<file path="src/sv/assert_macros.svh">
// Assertion macros used by the RTL of the decimal number writer.
`ifndef ASSERT_MACROS_SVH
`define ASSERT_MACROS_SVH

`ifndef SYNTH
`define ASSERT_ALWAYS(lbl, clk, rstn, prop) \
  lbl: assert property (@(posedge clk) disable iff (!(rstn)) (prop)) \
    else $error("assertion failed");
`define ASSERT_IMPLIES(lbl, clk, rstn, ante, cons) \
  lbl: assert property (@(posedge clk) disable iff (!(rstn)) (ante) |-> (cons)) \
    else $error("assertion failed");
`define ASSERT_NEXT(lbl, clk, rstn, ante, cons) \
  lbl: assert property (@(posedge clk) disable iff (!(rstn)) (ante) |=> (cons)) \
    else $error("assertion failed");
`else
`define ASSERT_ALWAYS(lbl, clk, rstn, prop)
`define ASSERT_IMPLIES(lbl, clk, rstn, ante, cons)
`define ASSERT_NEXT(lbl, clk, rstn, ante, cons)
`endif

`endif

</file>
<file path="src/sv/lcdw_pkg.sv">
// Types and constants shared by the decimal number writer.
package lcdw_pkg;

  localparam int unsigned LINE_W   = 2;
  localparam int unsigned COLUMN_W = 6;
  localparam int unsigned VALUE_W  = 32;
  localparam int unsigned BYTE_W   = 8;
  localparam int unsigned DIGIT_W  = 4;

  localparam int unsigned CFG_IDX_W = 1;
  localparam logic [CFG_IDX_W-1:0] CFG_CURSOR_RIGHT = 1'b0;
  localparam logic [CFG_IDX_W-1:0] CFG_CURSOR_LEFT  = 1'b1;

  localparam logic [BYTE_W-1:0] RESET_CURSOR_RIGHT = 8'h14;
  localparam logic [BYTE_W-1:0] RESET_CURSOR_LEFT  = 8'h10;

  localparam logic [BYTE_W-1:0] ADDR_BASE  = 8'h80;
  localparam logic [BYTE_W-1:0] ASCII_ZERO = 8'h30;

  localparam int unsigned BLANK_FIX_ZEROS = 6;

  localparam logic [VALUE_W-1:0] RECIP_TEN = 32'hCCCC_CCCD;
  localparam int unsigned RECIP_SHIFT = 35;

  typedef enum logic [2:0] {
    SEL_ADDR,
    SEL_RIGHT,
    SEL_LEFT,
    SEL_DIGIT,
    SEL_ZERO
  } emit_sel_t;

  typedef struct packed {
    logic      load;
    logic      conv;
    logic      shift;
    logic      emit;
    emit_sel_t sel;
    logic      last;
  } dp_cmd_t;

  typedef struct packed {
    logic slot_free;
    logic digit_zero;
  } dp_stat_t;

endpackage

</file>
<file path="src/sv/lcdw_ctrl.sv">
// Controller: sequences digit extraction and the byte run of each request.
`include "assert_macros.svh"
module lcdw_ctrl import lcdw_pkg::*; #(
  parameter int unsigned DIGITS = 9
) (
  input  logic     clk,
  input  logic     rst_n,
  input  logic     in_valid,
  output logic     in_ready,
  input  dp_stat_t stat,
  output dp_cmd_t  cmd
);

  localparam int unsigned CNT_W = $clog2(DIGITS);
  localparam logic [CNT_W-1:0] CNT_LAST = CNT_W'(DIGITS - 1);
  localparam logic [CNT_W-1:0] CNT_FIX  = CNT_W'(BLANK_FIX_ZEROS);

  localparam logic [2:0] S_IDLE = 3'd0;
  localparam logic [2:0] S_CONV = 3'd1;
  localparam logic [2:0] S_ADDR = 3'd2;
  localparam logic [2:0] S_LEAD = 3'd3;
  localparam logic [2:0] S_DATA = 3'd4;
  localparam logic [2:0] S_FIX1 = 3'd5;
  localparam logic [2:0] S_FIX2 = 3'd6;
  localparam logic [2:0] S_FIX3 = 3'd7;

  logic [2:0]       state_r;
  logic [2:0]       state_nxt;
  logic [CNT_W-1:0] cnt_r;
  logic [CNT_W-1:0] cnt_nxt;
  logic [CNT_W-1:0] skip_r;
  logic [CNT_W-1:0] skip_nxt;

  always_ff @(posedge clk) begin
    if (!rst_n) begin
      state_r <= S_IDLE;
      cnt_r   <= '0;
      skip_r  <= '0;
    end else begin
      state_r <= state_nxt;
      cnt_r   <= cnt_nxt;
      skip_r  <= skip_nxt;
    end
  end

  always_comb begin
    state_nxt = state_r;
    cnt_nxt   = cnt_r;
    skip_nxt  = skip_r;
    in_ready  = 1'b0;
    cmd       = '{load: 1'b0, conv: 1'b0, shift: 1'b0, emit: 1'b0,
                  sel: SEL_ADDR, last: 1'b0};
    unique case (state_r)
      S_IDLE: begin
        in_ready = 1'b1;
        if (in_valid) begin
          cmd.load  = 1'b1;
          cnt_nxt   = '0;
          state_nxt = S_CONV;
        end
      end
      S_CONV: begin
        cmd.conv = 1'b1;
        if (cnt_r == CNT_LAST) begin
          cnt_nxt   = '0;
          state_nxt = S_ADDR;
        end else begin
          cnt_nxt = cnt_r + 1'b1;
        end
      end
      S_ADDR: begin
        if (stat.slot_free) begin
          cmd.emit  = 1'b1;
          cmd.sel   = SEL_ADDR;
          skip_nxt  = '0;
          state_nxt = S_LEAD;
        end
      end
      S_LEAD, S_DATA: begin
        if (stat.slot_free) begin
          cmd.emit  = 1'b1;
          cmd.shift = 1'b1;
          cnt_nxt   = cnt_r + 1'b1;
          if (state_r == S_LEAD && cnt_r != CNT_LAST && stat.digit_zero) begin
            cmd.sel  = SEL_RIGHT;
            skip_nxt = skip_r + 1'b1;
          end else begin
            cmd.sel = SEL_DIGIT;
            if (cnt_r == CNT_LAST) begin
              cnt_nxt = '0;
              if (skip_r == CNT_FIX) begin
                state_nxt = S_FIX1;
              end else begin
                cmd.last  = 1'b1;
                state_nxt = S_IDLE;
              end
            end else begin
              state_nxt = S_DATA;
            end
          end
        end
      end
      S_FIX1: begin
        if (stat.slot_free) begin
          cmd.emit  = 1'b1;
          cmd.sel   = SEL_LEFT;
          state_nxt = S_FIX2;
        end
      end
      S_FIX2: begin
        if (stat.slot_free) begin
          cmd.emit  = 1'b1;
          cmd.sel   = SEL_LEFT;
          state_nxt = S_FIX3;
        end
      end
      S_FIX3: begin
        if (stat.slot_free) begin
          cmd.emit  = 1'b1;
          cmd.sel   = SEL_ZERO;
          cmd.last  = 1'b1;
          state_nxt = S_IDLE;
        end
      end
      default: begin
        state_nxt = S_IDLE;
      end
    endcase
  end

  `ASSERT_NEXT(a_accept_starts_conv, clk, rst_n, in_valid && in_ready, state_r == S_CONV)
  `ASSERT_IMPLIES(a_emit_needs_slot, clk, rst_n, cmd.emit, stat.slot_free)
  `ASSERT_IMPLIES(a_fix_after_six, clk, rst_n, state_r == S_FIX1, skip_r == CNT_FIX)
  `ASSERT_ALWAYS(a_cnt_in_range, clk, rst_n, cnt_r <= CNT_LAST)

endmodule

</file>
<file path="config.mk">
export PLATFORM = sky130hd
export DESIGN_NAME = lcdw_ctrl
export DESIGN_NICKNAME = d
export VERILOG_FILES = /design/src/sv/lcdw_pkg.sv /design/src/sv/lcdw_ctrl.sv
export VERILOG_INCLUDE_DIRS = /design/src /design/src/sv
export SDC_FILE = /design/constraint.sdc
export NUM_CORES = 1
export LEC_CHECK = 0
export ABC_AREA = 1
export CAP_MARGIN = 25
export CORE_MARGIN = 5
export CORE_UTILIZATION = 60
export CTS_BUF_LIST = sky130_fd_sc_hd__clkbuf_8
export DETAILED_ROUTE_END_ITERATION = 12
export DONT_BUFFER_PORTS = 1
export HOLD_SLACK_MARGIN = 0.15
export PLACE_DENSITY = 0.76
export SLEW_MARGIN = 0
export SYNTH_ARGS = -nofsm -noshare
export SYNTH_HDL_FRONTEND = slang
export SYNTH_SLANG_ARGS = --single-unit
</file>
<file path="constraint.sdc">
create_clock -name clk -period 1.5 [get_ports clk]
set_input_delay 0.15 -clock clk [delete_from_list [all_inputs] [get_ports clk]]
set_output_delay 0.15 -clock clk [all_outputs]
set_load 0.1 [all_outputs]
</file>
==> reports/metrics.yaml, run 1 <==
outcome:
  status: "did not finish"
  haltStage: "clock tree synthesis (4_1_cts)"
  first-error: "[ERROR DPL-0033] detailed placement checks failed during check placement."
clocking:
  clock_sink_count: 11
  number_of_h_tree_branching_levels: 1
  post_cts_buffers: 7
  cts.root.buffer_cell: "sky130_fd_sc_hd__clkbuf_8"
  cts_max_path_buffers: 2
  count_of_hold_fix_buffers_inserted_at_cts: 2
  cts.repair.resized: 20
  numCtsBuffers: 3
placement:
  placed_insts: 160
  detailed_place.area_sq_um: 1090
  numPortBuffers: 0
  dp_hpwl_um: 1660
  place.gp.congestion: 0.888
synth:
  synth_seq_area_share_pct: 26.7
  yosys_register_bits: 11
  synth_cell_type_count: 20
  net_count_after_synthesis: 145
  synth.avg_cell_area_sq_um: 6.06
  syn-instance-count: 136
  syn_area_sq_um: 825
  count_of_yosys_warnings_during_synthesis: 0
die:
  initial_utilization_pct: 63.4
  placementRows: 13
  chipWidth_um: 47.1
  count_of_pins_on_the_block_boundary: 14
  die_height_um: 47.1
==> logic make-up after synthesis <==
kind of cell	share of synthesized area [%]
compound gates	9.11
xor+xnor	2.12
fa+ha+maj	6.07
buf+inv	9.56
flops	26.7
simple gates	46.4
==> cells in the mapped netlist, drive strengths merged <==
cell,number,area share [%]
nand2,37,18
nor2,30,15
inv,19,8.6
nand3,13,9.7
dfxtp,11,27
o21ai,7,4.2
nand4,5,3.8
a21oi,4,2.4
ha,4,6.1
xor2,2,2.1
a31oi,1,0.76
buf,1,0.91
o21bai,1,0.91
o22ai,1,0.76
==> metrics by stage <==
step | setup WS [ns] | hold WS, ns
floorplan | -0.219 | 0.261
global placement | 0.118 | 0.264
detailed placement | 0.0627 | 0.270
==> run 2: changes to the inputs <==
--- a/config.mk
+++ b/config.mk
@@ -8,13 +8,11 @@
 export LEC_CHECK = 0
 export ABC_AREA = 1
 export CAP_MARGIN = 25
-export CORE_MARGIN = 5
-export CORE_UTILIZATION = 60
-export CTS_BUF_LIST = sky130_fd_sc_hd__clkbuf_8
+export CORE_AREA = 5 5 66 68
 export DETAILED_ROUTE_END_ITERATION = 12
+export DIE_AREA = 0 0 71 73
 export DONT_BUFFER_PORTS = 1
-export HOLD_SLACK_MARGIN = 0.15
-export PLACE_DENSITY = 0.76
+export PLACE_DENSITY_LB_ADDON = 0.15
 export SLEW_MARGIN = 0
 export SYNTH_ARGS = -nofsm -noshare
 export SYNTH_HDL_FRONTEND = slang
==> run 2 against run 1 <==
The flow now finishes, with violations (negative setup slack). Area after synthesis unchanged. Synthesized cell count is the same.
==> reports/metrics.yaml, run 2 <==
finish:
  largestRegisters: "cnt_r: 4 flops, skip_r: 4 flops, state_r: 3 flops"
  synthToLayoutAreaGrowth_pct: 61.0
  final_layout_size_suffix_gt1_share_pct: 41.3
  final_cell_count_no_fill: 210
  final_cell_area_sq_um: 1330
  final_nets: 170
  layout_commonest_cell: "sky130_fd_sc_hd__nand2_1"
  number_of_filler_cells_placed_in_the_layout: 421
  antenna_cells: 0
  layout.cells.most_common_list: "sky130_fd_sc_hd__nand2_1, sky130_fd_sc_hd__nor2_1, sky130_fd_sc_hd__buf_4"
timing:
  fin_ws_ns: -0.0212
  maxSlewViolCount: 0
  worst_clock_skew_ns: 0.00744
  fin_worst_hold_slack_ns: 0.0181
  timing_worst_slew_pin_value_ns: 0.369
  slew-limit-headroom_pct: 75.4
  min_period_over_period_pct: 101
  rsz0062_at_grt: "true"
  timing_limited_maximum_frequency_mhz: 657
  period_minus_slack_ns: 1.52
  setup_viol: 1
  finalHoldViolCount: 0
global_routing:
  gr-usage-all-layers_pct: 9.52
  via_count_of_the_first_global_routing_pass: 913
  number_of_antenna_violations_at_the_first_check_in_global_routing: 0
  global_route.overflow_total: 0
  pin_count_of_the_biggest_net_entering_global_routing: 8
  wire_length_of_the_first_global_routing_pass_um: 3970
routing:
  final_antenna_net_count: 0
  drt_pass1_iterations: 4
  drt_first_iter_violations: 52
  drt_wl_total_um: 2340
  ratio_of_routed_vias_to_standard_cells: 4.39
  wire_per_inst_um: 11.1
  dr_total_vias: 922
  route.detailed.drc: 0
critical_path:
  crit_path_max_fanout: 6
  worst-path-buf-inv: 2
  ff2ff_path_depth: 10
  critPathKind: "reg -> out"
  crit_chain: "nand2_4, nand2_4, nand2_4, inv_4, nand2_4, o22ai_4, buf_12"
  critical_path_required_ns: 1.35
  r2r_setup_slack_ns: 0.07
  worst-endpoint-arrival_ns: 1.37
  critical-path-top-delay-family: "flip-flops"
  critical_path_cell_count: 7
  cp-start-kind: "register"
  worst_setup_path_end_kind: "output pin"
  crit_path_top_delay_cell: "sky130_fd_sc_hd__dfxtp_4"
  cpMostUsedCell: "sky130_fd_sc_hd__nand2_4"
  delay_of_the_slowest_cell_on_the_worst_path_ns: 0.40
placement:
  numPortBuffers: 0
  detailed_place.area_sq_um: 1120
  placed_insts: 195
  place.gp.congestion: 0.773
  dp_hpwl_um: 1740
  place_ws_ns: 0.0755
clocking:
  cts_max_path_buffers: 2
  clock_tree_from_tritoncts: "yes"
  numCtsBuffers: 3
  number_of_h_tree_branching_levels: 1
  cts.root.buffer_cell: "sky130_fd_sc_hd__clkbuf_8"
  clk_pin_slew_ns: 0.06
  clock_latency_ns: 0.24
  clock_sink_count: 11
die:
  chipWidth_um: 71
  count_of_pins_on_the_block_boundary: 14
  core_area_sq_um: 3800
  die_height_um: 73
  fp.dieArea_sq_um: 5180
  initial_utilization_pct: 21.7
  placementRows: 23
synth:
  synth_seq_area_share_pct: 26.7
  async_reset_ff_share_pct: 0
  synth_top_area_share_pct: 26.7
  netlist.top_cell.by_area: "sky130_fd_sc_hd__dfxtp_1"
  ys_top_cells_by_count: "sky130_fd_sc_hd__nand2_1, sky130_fd_sc_hd__nor2_1, sky130_fd_sc_hd__inv_1"
  yosys_register_bits: 11
  syn_area_sq_um: 825
  yosys_most_used_dff: "sky130_fd_sc_hd__dfxtp_1"
  synth_enable_flop_cells: 0
  synth_cell_type_count: 20
  synth.avg_cell_area_sq_um: 6.06
  synth_area_leaders: "sky130_fd_sc_hd__dfxtp_1, sky130_fd_sc_hd__nand2_1, sky130_fd_sc_hd__nor2_1, sky130_fd_sc_hd__inv_1, sky130_fd_sc_hd__ha_1"
  net_count_after_synthesis: 145
  syn-instance-count: 136
  count_of_yosys_warnings_during_synthesis: 0
  synth_most_common_cell: "sky130_fd_sc_hd__nand2_1"
job:
  maxCapViolations: 0
pwr:
  powerDensity_nw_per_um2: 2180
  ir_drop_uv: 568
  leakagePower_nw: 0.596
outcome:
  failed_checks: "negative setup slack"
  status: "finished, violations left"
min_path:
  hold_depth: 2
  hold_wc_path_type: "in -> reg"
==> run 2: cell counts after synthesis <==
Identical to the previous run, type by type.
==> run 2: repair_timing <==
| item | in CTS | in global routing |
|---|---|---|
| pin swaps | 5 | 9 |
| setup endpoints to repair | 4 | 9 |
| buffers inserted | 6 | 5 |
| hold buffers | 0 | 0 |
| resized for setup | 17 | 8 |
==> run 2: worst paths after layout <==
kind	startpoint	end
worst max-delay path	state_r[0]	cmd[0]
worst min-delay path	rst_n	state_r[0]
worst max register to register	cnt_r[0]	state_r[1]
worst min register to register	skip_r[0]	skip_r[0]
==> run 2: through the flow <==
stage                     setup TNS, ns  util, %  power, mW
final                           -0.0212     34.9       2.89
after global routing             -0.475     34.9       3.12
after CTS                       -0.0549     33.3       2.76
after detailed placement              0     29.5       2.24
after global placement                0     29.5       2.24
after floorplan                  -0.268        -       1.82
==> run 2: area by class of cell <==
| cell class | count | area (sq um) | share of cell area (%) |
|---|---|---|---|
| inverter | 19 | 88.8 | 6.69 |
| timing repair buffer | 21 | 249 | 18.8 |
| clock buffer | 4 | 45.0 | 3.39 |
| sequential | 11 | 235 | 17.7 |
| multi-input combinational | 105 | 647 | 48.7 |
| tap | 50 | 62.6 | 4.71 |
==> run 2: logic make-up (layout without fill, tap and decap cells) <==
family,after synthesis,in the layout,share of synthesized area [%]
buf+inv,20,44,9.56
xor+xnor,2,2,2.12
compound gates,14,14,9.11
simple gates,85,85,46.4
fa+ha+maj,4,4,6.07
flops,11,11,26.7
==> run 2: power by group <==
group,switching (mW),internal (mW),total (mW)
Combinational,1.34,0.749,2.09
Sequential,0.114,0.387,0.501
Clock,0.115,0.187,0.302
==> run 2: per-layer routing <==
metal / vias to the layer above / GRT usage (%) / share of wire (%)
met3: 8 / 3.44 / 5.8
met2: 18 / 16.7 / 50
met4: 0 / 3.55 / 2.7
li1: 480 / - / -
met5: - / 0 / 0
met1: 416 / 10.6 / 42
(Power assumes the default switching activity.)
